--- src/rtl/core/base64_stream_decoder_core_assert.svh ---
// ----------------------------------------------------------------------------
// base64_stream_decoder_core_assert.svh
// Assertion macros shared by the decoder core.
// ----------------------------------------------------------------------------
`ifndef BASE64_STREAM_DECODER_CORE_ASSERT_SVH
`define BASE64_STREAM_DECODER_CORE_ASSERT_SVH

// Implication in the same cycle.
`define B64SD_ASSERT_IMP(lbl, clk, rst, ante, cons) \
   lbl: assert property (@(posedge clk) disable iff (rst) (ante) |-> (cons)) \
      else $error("assertion failed");

// Implication in the next cycle.
`define B64SD_ASSERT_NXT(lbl, clk, rst, ante, cons) \
   lbl: assert property (@(posedge clk) disable iff (rst) (ante) |=> (cons)) \
      else $error("assertion failed");

`endif

--- src/rtl/core/b64sd_pkg.sv ---
// ----------------------------------------------------------------------------
// b64sd_pkg
// Types, constants and the alphabet decode for the base64 stream decoder.
// ----------------------------------------------------------------------------
`timescale 1ns / 1ps

package b64sd_pkg;

   localparam int QDEPTH = 4;
   localparam int QAW    = 2;
   localparam int QCW    = 3;

   localparam logic [7:0] CHAR_UA    = 8'h41;
   localparam logic [7:0] CHAR_UZ    = 8'h5A;
   localparam logic [7:0] CHAR_LA    = 8'h61;
   localparam logic [7:0] CHAR_LZ    = 8'h7A;
   localparam logic [7:0] CHAR_D0    = 8'h30;
   localparam logic [7:0] CHAR_D9    = 8'h39;
   localparam logic [7:0] CHAR_PLUS  = 8'h2B;
   localparam logic [7:0] CHAR_SLASH = 8'h2F;

   localparam logic [1:0] IDX_FIRST  = 2'd0;
   localparam logic [1:0] IDX_SECOND = 2'd1;
   localparam logic [1:0] IDX_THIRD  = 2'd2;

   typedef struct packed {
      logic [7:0] encoded_char;
      logic       last_char;
   } req_type;

   typedef struct packed {
      logic [7:0] decoded_byte;
      logic       byte_present;
      logic       message_end;
   } rsp_type;

   typedef struct packed {
      logic [23:0] word;
      logic [1:0]  last_idx;
      logic        end_flag;
      logic        present;
   } job_type;

   typedef struct packed {
      logic    push;
      job_type job;
   } push_type;

   typedef struct packed {
      logic full;
      logic empty;
   } qstat_type;

   // {valid, sextet}
   function automatic logic [6:0] sextet_of(logic [7:0] c);
      logic [7:0] d;
      logic [6:0] r;
      d = 8'd0;
      r = 7'd0;
      if (c >= CHAR_UA && c <= CHAR_UZ) begin
         d = c - CHAR_UA;
         r = {1'b1, d[5:0]};
      end else if (c >= CHAR_LA && c <= CHAR_LZ) begin
         d = c - CHAR_LA + 8'd26;
         r = {1'b1, d[5:0]};
      end else if (c >= CHAR_D0 && c <= CHAR_D9) begin
         d = c - CHAR_D0 + 8'd52;
         r = {1'b1, d[5:0]};
      end else if (c == CHAR_PLUS) begin
         r = {1'b1, 6'd62};
      end else if (c == CHAR_SLASH) begin
         r = {1'b1, 6'd63};
      end
      return r;
   endfunction

endpackage

--- src/rtl/core/b64sd_front.sv ---
// ----------------------------------------------------------------------------
// b64sd_front
// Classifies characters, collects sextets and issues byte jobs to the queue.
// ----------------------------------------------------------------------------
`timescale 1ns / 1ps

module b64sd_front (
   input  logic                clock,
   input  logic                reset,
   input  logic                req_valid,
   input  b64sd_pkg::req_type  req_data,
   input  logic                q_full,
   output b64sd_pkg::push_type push_out
);

   logic [17:0] grp_ff, grp_in;
   logic [1:0]  cnt_ff, cnt_in;
   logic        stop_ff, stop_in;
   logic        accept;
   logic [6:0]  sx;
   logic        emit;
   b64sd_pkg::job_type job;

   assign accept = req_valid && !q_full;
   assign sx     = b64sd_pkg::sextet_of(req_data.encoded_char);

   always_comb begin
      grp_in  = grp_ff;
      cnt_in  = cnt_ff;
      stop_in = stop_ff;
      emit    = 1'b0;
      job     = '0;
      if (!stop_ff) begin
         if (!sx[6]) begin
            stop_in = 1'b1;
         end else if (cnt_ff == 2'd3) begin
            emit         = 1'b1;
            job.word     = {grp_ff, sx[5:0]};
            job.last_idx = b64sd_pkg::IDX_THIRD;
            job.end_flag = req_data.last_char;
            job.present  = 1'b1;
            grp_in       = '0;
            cnt_in       = 2'd0;
         end else begin
            grp_in = {grp_ff[11:0], sx[5:0]};
            cnt_in = cnt_ff + 2'd1;
         end
      end
      if (req_data.last_char) begin
         if (!emit) begin
            emit         = 1'b1;
            job.end_flag = 1'b1;
            case (cnt_in)
               2'd2: begin
                  job.word     = {grp_in[11:0], 12'd0};
                  job.last_idx = b64sd_pkg::IDX_FIRST;
                  job.present  = 1'b1;
               end
               2'd3: begin
                  job.word     = {grp_in, 6'd0};
                  job.last_idx = b64sd_pkg::IDX_SECOND;
                  job.present  = 1'b1;
               end
               default: begin
                  job.word     = '0;
                  job.last_idx = b64sd_pkg::IDX_FIRST;
                  job.present  = 1'b0;
               end
            endcase
         end
         grp_in  = '0;
         cnt_in  = 2'd0;
         stop_in = 1'b0;
      end
   end

   assign push_out.push = accept && emit;
   assign push_out.job  = job;

   always_ff @(posedge clock) begin
      if (reset) begin
         grp_ff  <= '0;
         cnt_ff  <= 2'd0;
         stop_ff <= 1'b0;
      end else if (accept) begin
         grp_ff  <= grp_in;
         cnt_ff  <= cnt_in;
         stop_ff <= stop_in;
      end
   end

endmodule

--- src/rtl/core/b64sd_queue.sv ---
// ----------------------------------------------------------------------------
// b64sd_queue
// Small job queue between the classifier and the byte serializer.
// ----------------------------------------------------------------------------
`timescale 1ns / 1ps

module b64sd_queue (
   input  logic                 clock,
   input  logic                 reset,
   input  b64sd_pkg::push_type  push_in,
   input  logic                 pop,
   output b64sd_pkg::job_type   head,
   output b64sd_pkg::qstat_type stat
);

   b64sd_pkg::job_type         mem_ff [b64sd_pkg::QDEPTH];
   logic [b64sd_pkg::QAW-1:0]  wr_ff, wr_in;
   logic [b64sd_pkg::QAW-1:0]  rd_ff, rd_in;
   logic [b64sd_pkg::QCW-1:0]  lvl_ff, lvl_in;
   logic                       do_push, do_pop;

   assign stat.full  = (lvl_ff == b64sd_pkg::QCW'(b64sd_pkg::QDEPTH));
   assign stat.empty = (lvl_ff == '0);
   assign do_push    = push_in.push && !stat.full;
   assign do_pop     = pop && !stat.empty;
   assign head       = mem_ff[rd_ff];

   always_comb begin
      wr_in  = do_push ? wr_ff + 1'b1 : wr_ff;
      rd_in  = do_pop  ? rd_ff + 1'b1 : rd_ff;
      lvl_in = lvl_ff;
      if (do_push && !do_pop) begin
         lvl_in = lvl_ff + 1'b1;
      end else if (do_pop && !do_push) begin
         lvl_in = lvl_ff - 1'b1;
      end
   end

   always_ff @(posedge clock) begin
      if (do_push) begin
         mem_ff[wr_ff] <= push_in.job;
      end
   end

   always_ff @(posedge clock) begin
      if (reset) begin
         wr_ff  <= '0;
         rd_ff  <= '0;
         lvl_ff <= '0;
      end else begin
         wr_ff  <= wr_in;
         rd_ff  <= rd_in;
         lvl_ff <= lvl_in;
      end
   end

endmodule

--- src/rtl/core/b64sd_back.sv ---
// ----------------------------------------------------------------------------
// b64sd_back
// Serializes queued jobs into one result transaction per cycle unless rsp_stall holds the output.
// ----------------------------------------------------------------------------
`timescale 1ns / 1ps

module b64sd_back (
   input  logic                 clock,
   input  logic                 reset,
   input  b64sd_pkg::job_type   head,
   input  b64sd_pkg::qstat_type stat,
   output logic                 pop,
   output logic                 rsp_valid,
   input  logic                 rsp_stall,
   output b64sd_pkg::rsp_type   rsp_data
);

   logic               rsp_valid_ff, rsp_valid_in;
   b64sd_pkg::rsp_type rsp_data_ff, rsp_data_in;
   logic [1:0]         idx_ff, idx_in;
   logic               load, take, at_last;
   logic [7:0]         sel_byte;

   assign load    = !rsp_valid_ff || !rsp_stall;
   assign take    = load && !stat.empty;
   assign at_last = (idx_ff == head.last_idx);
   assign pop     = take && at_last;

   always_comb begin
      case (idx_ff)
         b64sd_pkg::IDX_FIRST:  sel_byte = head.word[23:16];
         b64sd_pkg::IDX_SECOND: sel_byte = head.word[15:8];
         default:               sel_byte = head.word[7:0];
      endcase
   end

   always_comb begin
      rsp_valid_in = rsp_valid_ff;
      rsp_data_in  = rsp_data_ff;
      idx_in       = idx_ff;
      if (load) begin
         rsp_valid_in             = !stat.empty;
         rsp_data_in.decoded_byte = sel_byte;
         rsp_data_in.byte_present = head.present;
         rsp_data_in.message_end  = head.end_flag && at_last;
      end
      if (take) begin
         idx_in = at_last ? b64sd_pkg::IDX_FIRST : idx_ff + 2'd1;
      end
   end

   always_ff @(posedge clock) begin
      rsp_data_ff <= rsp_data_in;
   end

   always_ff @(posedge clock) begin
      if (reset) begin
         rsp_valid_ff <= 1'b0;
         idx_ff       <= b64sd_pkg::IDX_FIRST;
      end else begin
         rsp_valid_ff <= rsp_valid_in;
         idx_ff       <= idx_in;
      end
   end

   assign rsp_valid = rsp_valid_ff;
   assign rsp_data  = rsp_data_ff;

endmodule

--- src/rtl/core/base64_stream_decoder_core.sv ---
// ----------------------------------------------------------------------------
// base64_stream_decoder_core
// Streaming base64 decoder: characters in, decoded bytes out.
// ----------------------------------------------------------------------------
// The core accepts one encoded character per cycle while req_stall is low;
// each character that completes a group of four, and each final character,
// places one job of one to three result transactions in a four-entry queue;
// the output serializer delivers one result per cycle unless rsp_stall is
// set, so four characters that yield three bytes keep the stream at full
// rate. A job's first result is registered in the queue, then in rsp_data_ff.
// req_stall rises only while the queue is full, when the result side stalls.
`timescale 1ns / 1ps
`include "base64_stream_decoder_core_assert.svh"

module base64_stream_decoder_core (
   input  logic               clock,
   input  logic               reset,
   input  logic               req_valid,
   output logic               req_stall,
   input  b64sd_pkg::req_type req_data,
   output logic               rsp_valid,
   input  logic               rsp_stall,
   output b64sd_pkg::rsp_type rsp_data
);

   b64sd_pkg::push_type  push;
   b64sd_pkg::job_type   head;
   b64sd_pkg::qstat_type stat;
   logic                 pop;

   assign req_stall = stat.full;

   b64sd_front u_front (
      .clock     (clock),
      .reset     (reset),
      .req_valid (req_valid),
      .req_data  (req_data),
      .q_full    (stat.full),
      .push_out  (push)
   );

   b64sd_queue u_queue (
      .clock   (clock),
      .reset   (reset),
      .push_in (push),
      .pop     (pop),
      .head    (head),
      .stat    (stat)
   );

   b64sd_back u_back (
      .clock     (clock),
      .reset     (reset),
      .head      (head),
      .stat      (stat),
      .pop       (pop),
      .rsp_valid (rsp_valid),
      .rsp_stall (rsp_stall),
      .rsp_data  (rsp_data)
   );

   `B64SD_ASSERT_IMP(a_no_push_full, clock, reset, push.push, !stat.full)
   `B64SD_ASSERT_IMP(a_no_pop_empty, clock, reset, pop, !stat.empty)
   `B64SD_ASSERT_IMP(a_empty_is_end, clock, reset, rsp_valid && !rsp_data.byte_present, rsp_data.message_end)
   `B64SD_ASSERT_NXT(a_queue_drains, clock, reset, !stat.empty && !rsp_stall, rsp_valid)

endmodule
--- config.mk ---
export PLATFORM = sky130hd
export DESIGN_NAME = base64_stream_decoder_core
export DESIGN_NICKNAME = d
export VERILOG_FILES = /design/src/rtl/core/b64sd_pkg.sv /design/src/rtl/core/b64sd_front.sv /design/src/rtl/core/b64sd_queue.sv /design/src/rtl/core/b64sd_back.sv /design/src/rtl/core/base64_stream_decoder_core.sv
export VERILOG_INCLUDE_DIRS = /design/src /design/src/rtl/core
export SDC_FILE = /design/constraint.sdc
export NUM_CORES = 1
export LEC_CHECK = 0
export ABC_AREA = 1
export BUFFER_PORTS_ARGS = -buffer_cell sky130_fd_sc_hd__buf_2
export CAP_MARGIN = 20
export CORE_MARGIN = 5
export CORE_UTILIZATION = 50
export CTS_BUF_LIST = sky130_fd_sc_hd__clkbuf_2
export DETAILED_ROUTE_END_ITERATION = 8
export PLACE_DENSITY = 0.66
export SETUP_SLACK_MARGIN = 0.02
export SLEW_MARGIN = 25
export SYNTH_ARGS = -nofsm -noshare
export SYNTH_HDL_FRONTEND = slang
export SYNTH_SLANG_ARGS = --single-unit
--- constraint.sdc ---
create_clock -name clock -period 12 [get_ports clock]
set_input_delay 2.4 -clock clock [delete_from_list [all_inputs] [get_ports clock]]
set_output_delay 2.4 -clock clock [all_outputs]
set_load 0.02 [all_outputs]
==> flow_summary.ini, run 1 <==
[final_layout]
antenna_cells = 0
fin_util = 0.547
syn_to_final_growth_pct = 6.88
final_cells = 1009
nFillCells = 1300
nNetsFinal = 842
drive_gt1_frac = 0.130

[synth]
syn_nets = 825
syn_area_um2 = 7440
syn_area_per_cell_um2 = 9.35
synth_cell_types = 35
ys_seq_area_frac = 0.582
yosys_register_bits = 155
async_reset_ff_frac = 0
synth_ff_type = edfxtp_1
synth-edff-count = 122
synthCells = 795
synth_warnings = 0

[clock_network]
ctsLongestPathBuffers = 2
htreeDepth = 4
post_cts_buffers = 0
postCtsHoldBufs = 0
cts_tree = yes
cts_resized = 0
clk_pin_slew_ns = 0.21
cts_root_buf = clkbuf_2
cts_made_buffers = 17
clock_latency_ns = 0.71
clock-sinks = 155

[die]
die_area_um2 = 17400
start_util = 0.512
die_height_um = 132
io_pins = 25
die_x_um = 132
core_area_um2 = 14500
rows = 44

[critical_path]
path_buf_inv = 5
slowest_delay_ns = 0.38
critical_path_class = in2reg
crit_path_start_kind = primary input
crit_slowest_cell = fa_1
path_common_cell = nand2_1
path_max_fanout = 11
cp.arrival_ns = 5.39
cp_top_family = simple AND/OR/NAND/NOR gates
crit_path_cell_trace = buf_2 > clkinv_2 > ha_1 > nand2_1 > nand3_1 > nand2_1 > clkinv_1 > nand2_2 > nand2_4 > nand3_4 > nand3_2 > nand2_1 > nand2_2 > inv_1 > ha_1 > inv_1 > fa_1 > o21ai_0 > a21o_1 > o21ai_0 > a21oi_1
crit_path_end_kind = flop
cp_data_required_time_ns = 12.65

[placement]
pre_cts_ws_ns = 6.53
gp_congestion = 0.883
hpwlAfterDp_um = 10900
port_buffers = 24
place_inst = 977

[drt]
drc = 0
vias = 5555
routed_wl_um = 16700
post_drt_wl_per_cell_um = 16.5
dr.pass1.iters = 5
detail-route-antenna-nets = 0
drt_iter0_drc = 523
vias_per_cell = 5.51

[sta]
fin_crit_ns = 4.74
max_clock_freq_mhz = 211
hold_viol_final = 0
post-route-period-util = 0.395
worstMarginPinSlew_ns = 0.933
slew_headroom = 0.377
setup_violations = 0
rsz0062_at_grt = false
final.setup.tns_ns = 0
layout_setup_ws_ns = 7.26
drv_slew = 0
finalClockSkew_ns = 0.0422

[pwr]
peakVddDrop_uv = 68.8
powerDensity_nw_per_um2 = 160
p_leak_nw = 3.22

[global_route]
antenna_found_initial = 0
grt_pass1_wl_um = 27100
grt_max_degree = 58
overflow = 0
grt_pass1_vias = 5288
track_usage = 0.195

[flow_run]
cap_violations = 0

[run_status]
outcome = complete, no violations

[worst_hold_path]
min_path_type = reg2reg
==> where the power goes <==
group / total, mW / switching, mW / internal (mW)
Combinational: 0.313 / 0.222 / 0.0912
Clock: 0.310 / 0.171 / 0.139
Sequential: 0.645 / 0.0160 / 0.629
==> final cells by class <==
| cell class | count | area, µm² | share of cell area |
|---|---|---|---|
| clock inverter | 10 | 150 | 0.0189 |
| tap | 184 | 230 | 0.0290 |
| sequential | 155 | 4320 | 0.544 |
| timing repair buffer | 33 | 188 | 0.0236 |
| inverter | 47 | 183 | 0.0230 |
| multi-input combinational | 558 | 2760 | 0.348 |
| clock buffer | 22 | 110 | 0.0139 |
==> flip-flops by register name, summed over array words and instances (netlist names), named ones only <==
| name | cells |
|---|---|
| u_front.grp_ff | 18 |
| u_queue.mem_ff | 112 |
| u_back.idx_ff | 2 |
| u_back.rsp_data | 10 |
| u_front.cnt_ff | 2 |
| u_queue.wr_ff | 2 |
| u_front.stop_ff | 1 |
| u_queue.lvl_ff | 3 |
| u_back.rsp_valid | 1 |
| u_queue.rd_ff | 2 |
==> final timing paths <==
kind	endpoint	depth (start not counted)	slack (ns)	startpoint
setup reg to reg	u_queue.lvl_ff[2]	13	8.91	flop
hold reg to reg	flop	2	0.48	u_queue.rd_ff[1]
hold / removal	flop	2	0.48	u_queue.rd_ff[1]
setup / recovery	u_queue.lvl_ff[2]	21	7.26	req_data[3]
==> cell families (layout without fill, tap and decap cells) <==
group           after synthesis  after routing  synth area share
simple gates                393            393             0.231
flops                       155            155             0.582
compound gates              138            138            0.0978
buf+inv                      82            112            0.0483
fa+ha+maj                    17             17            0.0296
xor+xnor                     10             10            0.0118
==> worst reg2reg max path, stage by stage, from the launching register on <==
cell and delay (ns):
dfxtp_1 0.34, buf_4 0.22, inv_1 0.74, nand3_1 0.17, nand2_1 0.13, xor2_1 0.24, nand3_1 0.17, ha_1 0.23
inv_1 0.10, fa_1 0.19, o21ai_0 0.09, a21o_1 0.16, o21ai_0 0.14, a21oi_1 0.06
==> metrics by stage <==
| step | hold slack [ns] | cell area [µm²] | power, mW |
|---|---|---|---|
| final | 0.477 | 7950 | 1.27 |
| after global routing | 0.503 | 7950 | 1.34 |
| after CTS | 0.480 | 7950 | 1.28 |
| after detailed placement | 0.455 | 7690 | 0.974 |
| after global placement | 0.451 | 7690 | 0.965 |
| after floorplan | 0.436 | 7440 | 0.877 |
==> metal layers <==
metal  routed length (µm)  track usage  part of all wire
met1                 7560        0.261              0.45
met2                 8050        0.318              0.48
met3                  787       0.0412             0.047
met5                    0            0                 0
met4                  264       0.0611             0.016
==> layout by cell type, fill, tap and decap left out, types with 8 or more instances in the layout <==
master / synthesis / final
xor2_1: 9 / 9
nor2_2: 4 / 8
buf_4: 1 / 9
o22ai_1: 25 / 25
a21oi_1: 34 / 34
nor2_1: 82 / 78
dfxtp_1: 33 / 33
clkbuf_2: 0 / 22
nand2_1: 229 / 229
o21ai_0: 70 / 70
nand2_2: 12 / 12
ha_1: 16 / 16
inv_1: 38 / 38
edfxtp_1: 122 / 122
buf_2: 3 / 24
nand3_1: 42 / 42
==> synthesized netlist by cell type, drive strengths merged (2+ instances only) <==
cell type,count,area (µm²)
o21ai,77,385
inv,45,174
nand2,245,980
o22ai,25,156
edfxtp,122,3660
nor2,88,364
dfxtp,33,661
nand3,51,315
clkinv,2,8.75
buf,12,90.1
nand3b,2,15.0
xor2,9,78.8
a21oi,34,170
clkbuf,23,86.3
ha,16,200
nand4,6,37.5
(Power assumes the default switching activity.)
==> run 2, diff against run 1 <==
--- a/config.mk
+++ b/config.mk
@@ -13,7 +13,7 @@
 export CORE_UTILIZATION = 50
 export CTS_BUF_LIST = sky130_fd_sc_hd__clkbuf_2
 export DETAILED_ROUTE_END_ITERATION = 8
-export PLACE_DENSITY = 0.66
+export PLACE_DENSITY = 0.69
 export SETUP_SLACK_MARGIN = 0.02
 export SLEW_MARGIN = 25
 export SYNTH_ARGS = -nofsm -noshare
==> constraint.sdc (replaced) <==
create_clock -name clock -period 4.3 [get_ports clock]
set_input_delay 0.86 -clock clock [delete_from_list [all_inputs] [get_ports clock]]
set_output_delay 0.86 -clock clock [all_outputs]
set_load 0.02 [all_outputs]
==> run 2 against run 1 <==
  * Setup slack worse by 6.2 ns
  * Clock power rose to 2.8 times the previous value
  * Combinational power rose to 2.8 times the previous value
  * Power rose to 2.8 times the previous value
  * Sequential share of layout area down 0.21 points
  * Critical endpoint unchanged
  * Highest routed layer unchanged
  * Utilization up 0.22 points
==> flow_summary.ini, run 2 (synthesis results as in run 1) <==
[clock_network]
cts_resized = 0
post_cts_buffers = 0
htreeDepth = 4
cts_tree = yes
clock-sinks = 155
clock_latency_ns = 0.73
ctsLongestPathBuffers = 2
cts_made_buffers = 17
clk_pin_slew_ns = 0.21
cts_root_buf = clkbuf_2
postCtsHoldBufs = 0

[critical_path]
crit_path_start_kind = primary input
cp_data_required_time_ns = 4.97
critical_path_class = in2reg
cp.arrival_ns = 3.87
rr_endpoint = u_queue.lvl_ff[2]
reg2reg_slack_ns = 1.61
critical_path.startpoint = req_data[3]
path_max_fanout = 11
crit_end = u_queue.lvl_ff[2]
reg2reg_depth = 14
crit_path_end_kind = flop

[drt]
drt_iter0_drc = 463
vias_per_cell = 5.50
post_drt_wl_per_cell_um = 16.6
routed_wl_um = 16800
dr.pass1.iters = 4
vias = 5558
drc = 0
detail-route-antenna-nets = 0

[die]
start_util = 0.512
core_area_um2 = 14500
die_height_um = 132
die_x_um = 132
die_area_um2 = 17400
io_pins = 25
rows = 44

[final_layout]
nFillCells = 1319
regArea_um2 = 4320
regMostFlops = u_queue.mem_ff
fin_util = 0.549
syn_to_final_growth_pct = 7.30
final_area_um2 = 7980
nNetsFinal = 844
drive_gt1_frac = 0.134
mostFrequentLayoutCells = nand2_1, edfxtp_1, nor2_1
antenna_cells = 0
multiInputGateArea_um2 = 2760
final_common_cell = nand2_1
largest_reg_flops = 112

[sta]
hold_viol_final = 0
fin_crit_ns = 3.20
post-route-period-util = 0.744
slew_headroom = 0.584
max_clock_freq_mhz = 313
final.setup.tns_ns = 0
worstMarginPinSlew_ns = 0.624
rsz0062_at_grt = false
setup_violations = 0
finalClockSkew_ns = 0.0418
layout_setup_ws_ns = 1.10
holdWs_ns = 0.447
drv_slew = 0

[pwr]
peakVddDrop_uv = 181
p_leak_nw = 3.22
powerDensity_nw_per_um2 = 445

[placement]
hpwlAfterDp_um = 11100
port_buffers = 24
placed_cell_area_um2 = 7700
gp_congestion = 0.884
pre_cts_ws_ns = 0.375

[flow_run]
cap_violations = 0

[global_route]
overflow = 0
grt_pass1_wl_um = 27000
antenna_found_initial = 0
track_usage = 0.194
grt_max_degree = 57
grt_pass1_vias = 5374

[worst_hold_path]
whs_path_depth = 1
min_path_type = in2reg
hp-start = req_data[0]

[run_status]
outcome = complete, no violations
==> run 2: cell types whose count changed in the layout (fill, tap and decap cells not counted), sizes merged <==
cell,previous run,this run
inv,45,49
clkinv,7,8
clkbuf,22,17
clkinvlp,1,2
buf,33,35
bufinv,4,3
==> run 2: worst max-delay path, cell delays in order <==
cell      delay [ns]
buf_2           0.19
clkinv_2        0.13
ha_1            0.26
nand2_1         0.10
nand3_1         0.07
nand2_1         0.08
clkinv_1        0.07
nand2_2         0.11
nand2_4         0.09
nand3_4         0.18
nand3_2         0.23
nand2_1         0.20
nand2_2         0.15
inv_1           0.09
ha_1            0.13
inv_1           0.06
fa_1            0.37
o21ai_0         0.18
a21o_1          0.11
o21ai_0         0.07
a21oi_1         0.14
==> run 2: how the worst min path moves through the flow <==
stage / endpoint / slack (ns)
detailed placement: u_queue.rd_ff[1] / 0.45
global placement: flop / 0.45
finish: u_queue.mem_ff[3][1] / 0.45
CTS: u_queue.mem_ff[0][1] / 0.37
global route: u_queue.mem_ff[2][1] / 0.37
floorplan: flop / 0.44
==> run 2: report_power, final <==
group / leakage (nW) / internal [mW] / total, mW / switching, mW
clock: 0.157 / 0.337 / 0.878 / 0.541
sequential: 1.48 / 1.76 / 1.81 / 0.0547
combinational: 1.58 / 0.259 / 0.865 / 0.606
==> run 2: routing by layer <==
metal,GRT usage,vias up,routed length (µm)
li1,-,2732,-
met4,0.0537,0,189
met3,0.0500,17,1100
met2,0.319,169,8250
met1,0.256,2640,7240
met5,0,-,0
==> run 2: cell type report <==
class	instances	share of cell area
Sequential cell	155	0.542
Timing Repair Buffer	35	0.0254
Clock buffer	17	0.0107
Inverter	47	0.0229
Clock inverter	15	0.0240
Tap cell	184	0.0289
Multi-Input combinational cell	558	0.346
==> run 2: through the flow <==
stage | std cells | total power [mW]
global route | 1011 | 3.75
detailed placement | 979 | 2.71
finish | 1011 | 3.55
floorplan | 795 | 2.45
CTS | 1011 | 3.57
global placement | 979 | 2.69
==> run 3, diff against run 2 <==
--- a/config.mk
+++ b/config.mk
@@ -13,7 +13,7 @@
 export CORE_UTILIZATION = 50
 export CTS_BUF_LIST = sky130_fd_sc_hd__clkbuf_2
 export DETAILED_ROUTE_END_ITERATION = 8
-export PLACE_DENSITY = 0.69
+export PLACE_DENSITY = 0.66
 export SETUP_SLACK_MARGIN = 0.02
 export SLEW_MARGIN = 25
 export SYNTH_ARGS = -nofsm -noshare
==> constraint.sdc (replaced) <==
create_clock -name clock -period 3.1 [get_ports clock]
set_input_delay 0.62 -clock clock [delete_from_list [all_inputs] [get_ports clock]]
set_output_delay 0.62 -clock clock [all_outputs]
set_load 0.02 [all_outputs]
==> run 3 against run 2 <==
  * Via count rose by 0.95%
  * Global-route usage rose by 0.062 points
  * Wire length rose by 1.7%
==> flow_summary.ini, run 3 (synthesis results as in run 1) <==
[global_route]
antenna_found_initial = 0
grt_pass1_wl_um = 26900
grt_pass1_vias = 5259
track_usage = 0.195
overflow = 0
grt_max_degree = 53

[placement]
placed_cell_area_um2 = 7840
gp_congestion = 0.916
pre_cts_ws_ns = -0.0496
port_buffers = 24
place_inst = 988
hpwlAfterDp_um = 11100

[sta]
finalClockSkew_ns = 0.0310
slew_headroom = 0.521
drv_slew = 0
fin_crit_ns = 2.53
rsz0062_at_grt = false
max_clock_freq_mhz = 395
post-route-period-util = 0.818
setup_violations = 0
layout_setup_ws_ns = 0.565
worstMarginPinSlew_ns = 0.716
holdWs_ns = 0.199
hold_viol_final = 0
final.setup.tns_ns = 0

[drt]
drt_iter0_drc = 616
detail-route-antenna-nets = 0
vias = 5611
routed_wl_um = 17100
post_drt_wl_per_cell_um = 16.7
drc = 0
dr.pass1.iters = 5
vias_per_cell = 5.50

[critical_path]
reg2reg_slack_ns = 0.57
cp.arrival_ns = 3.20
crit_path_end_kind = flop
critical_path_class = reg2reg
cp_data_required_time_ns = 3.76
rr_endpoint = u_queue.lvl_ff[2]
crit_path_start_kind = flop
reg2reg_depth = 11
path_max_fanout = 5
r2r-start = u_queue.lvl_ff[0]

[clock_network]
htreeDepth = 4
cts_tree = yes
cts_made_buffers = 17
postCtsHoldBufs = 0
cts_resized = 0
clock_latency_ns = 0.71
post_cts_buffers = 0
cts_root_buf = clkbuf_2
clk_pin_slew_ns = 0.21
clock-sinks = 155
ctsLongestPathBuffers = 2

[die]
core_area_um2 = 14500
io_pins = 25
die_area_um2 = 17400
start_util = 0.512
die_x_um = 132
rows = 44
die_height_um = 132

[final_layout]
largest_reg_flops = 112
final_cells = 1020
nNetsFinal = 853
fin_util = 0.557
final_common_cell = nand2_1
regMostFlops = u_queue.mem_ff
final_area_um2 = 8100
mostFrequentLayoutCells = nand2_1, edfxtp_1, nor2_1
antenna_cells = 0
drive_gt1_frac = 0.145
syn_to_final_growth_pct = 8.95

[worst_hold_path]
min_path_type = in2reg
hp-start = req_data[0]
whs_path_depth = 1
whs_endpoint = u_queue.mem_ff[1][1]

[pwr]
total_power_mw = 4.93
powerDensity_nw_per_um2 = 608
p_leak_nw = 3.27
peakVddDrop_uv = 215

[run_status]
outcome = complete, no violations

[flow_run]
cap_violations = 0
## run 3: cell count changes in the layout (fill, tap and decap cells not counted), sizes merged
cell | before | now
inv | 49 | 46
clkinvlp | 2 | 3
clkinv | 8 | 9
clkbuf | 17 | 18
buf | 35 | 44
## run 3: how the worst max path moves through the flow
stage	end	slack, ns	start	depth (start not counted)
2_1_floorplan	u_queue.mem_ff[0][0]	-0.04	req_data[3]	15
3_3_place_gp	u_queue.lvl_ff[2]	0.06	req_data[2]	21
3_5_place_dp	u_queue.lvl_ff[2]	-0.05	req_data[3]	21
4_1_cts	u_queue.lvl_ff[2]	0.56	u_queue.lvl_ff[0]	11
5_1_grt	u_queue.lvl_ff[2]	0.30	u_queue.lvl_ff[0]	11
6_report	u_queue.lvl_ff[2]	0.57	u_queue.lvl_ff[0]	11
## run 3: cell type report
cell class | instances | area (µm²)
Clock buffer | 18 | 90.1
Clock inverter | 14 | 171
Fill cell | 1297 | 6430
Timing Repair Buffer | 44 | 320
Inverter | 47 | 183
Multi-Input combinational cell | 558 | 2780
Sequential cell | 155 | 4320
Tap cell | 184 | 230
## run 3: power breakdown
part           total [mW]  switching (mW)  internal, mW
sequential           2.51          0.0730          2.44
combinational        1.25           0.873         0.380
clock                1.16           0.709         0.455
total                4.93            1.66          3.27
## run 3: worst max-delay path, stage by stage, from the launching register on
cell and delay [ns]:
dfxtp_1 0.39, or2_2 0.33, o21ai_0 0.33, inv_1 0.17, nand3_1 0.20, ha_1 0.18, inv_1 0.07, fa_1 0.38
o21ai_1 0.15, a21o_1 0.11, o21ai_0 0.07, a21oi_1 0.12
## run 3: layer usage
metal  share of wire  up-vias  wire [µm]  track usage
met2            0.47      148       8050        0.314
li1                -     2742          -            -
met5               0        -          0            0
met1            0.46     2702       7910        0.269
met3           0.052       19        886       0.0385
met4           0.012        0        205       0.0571
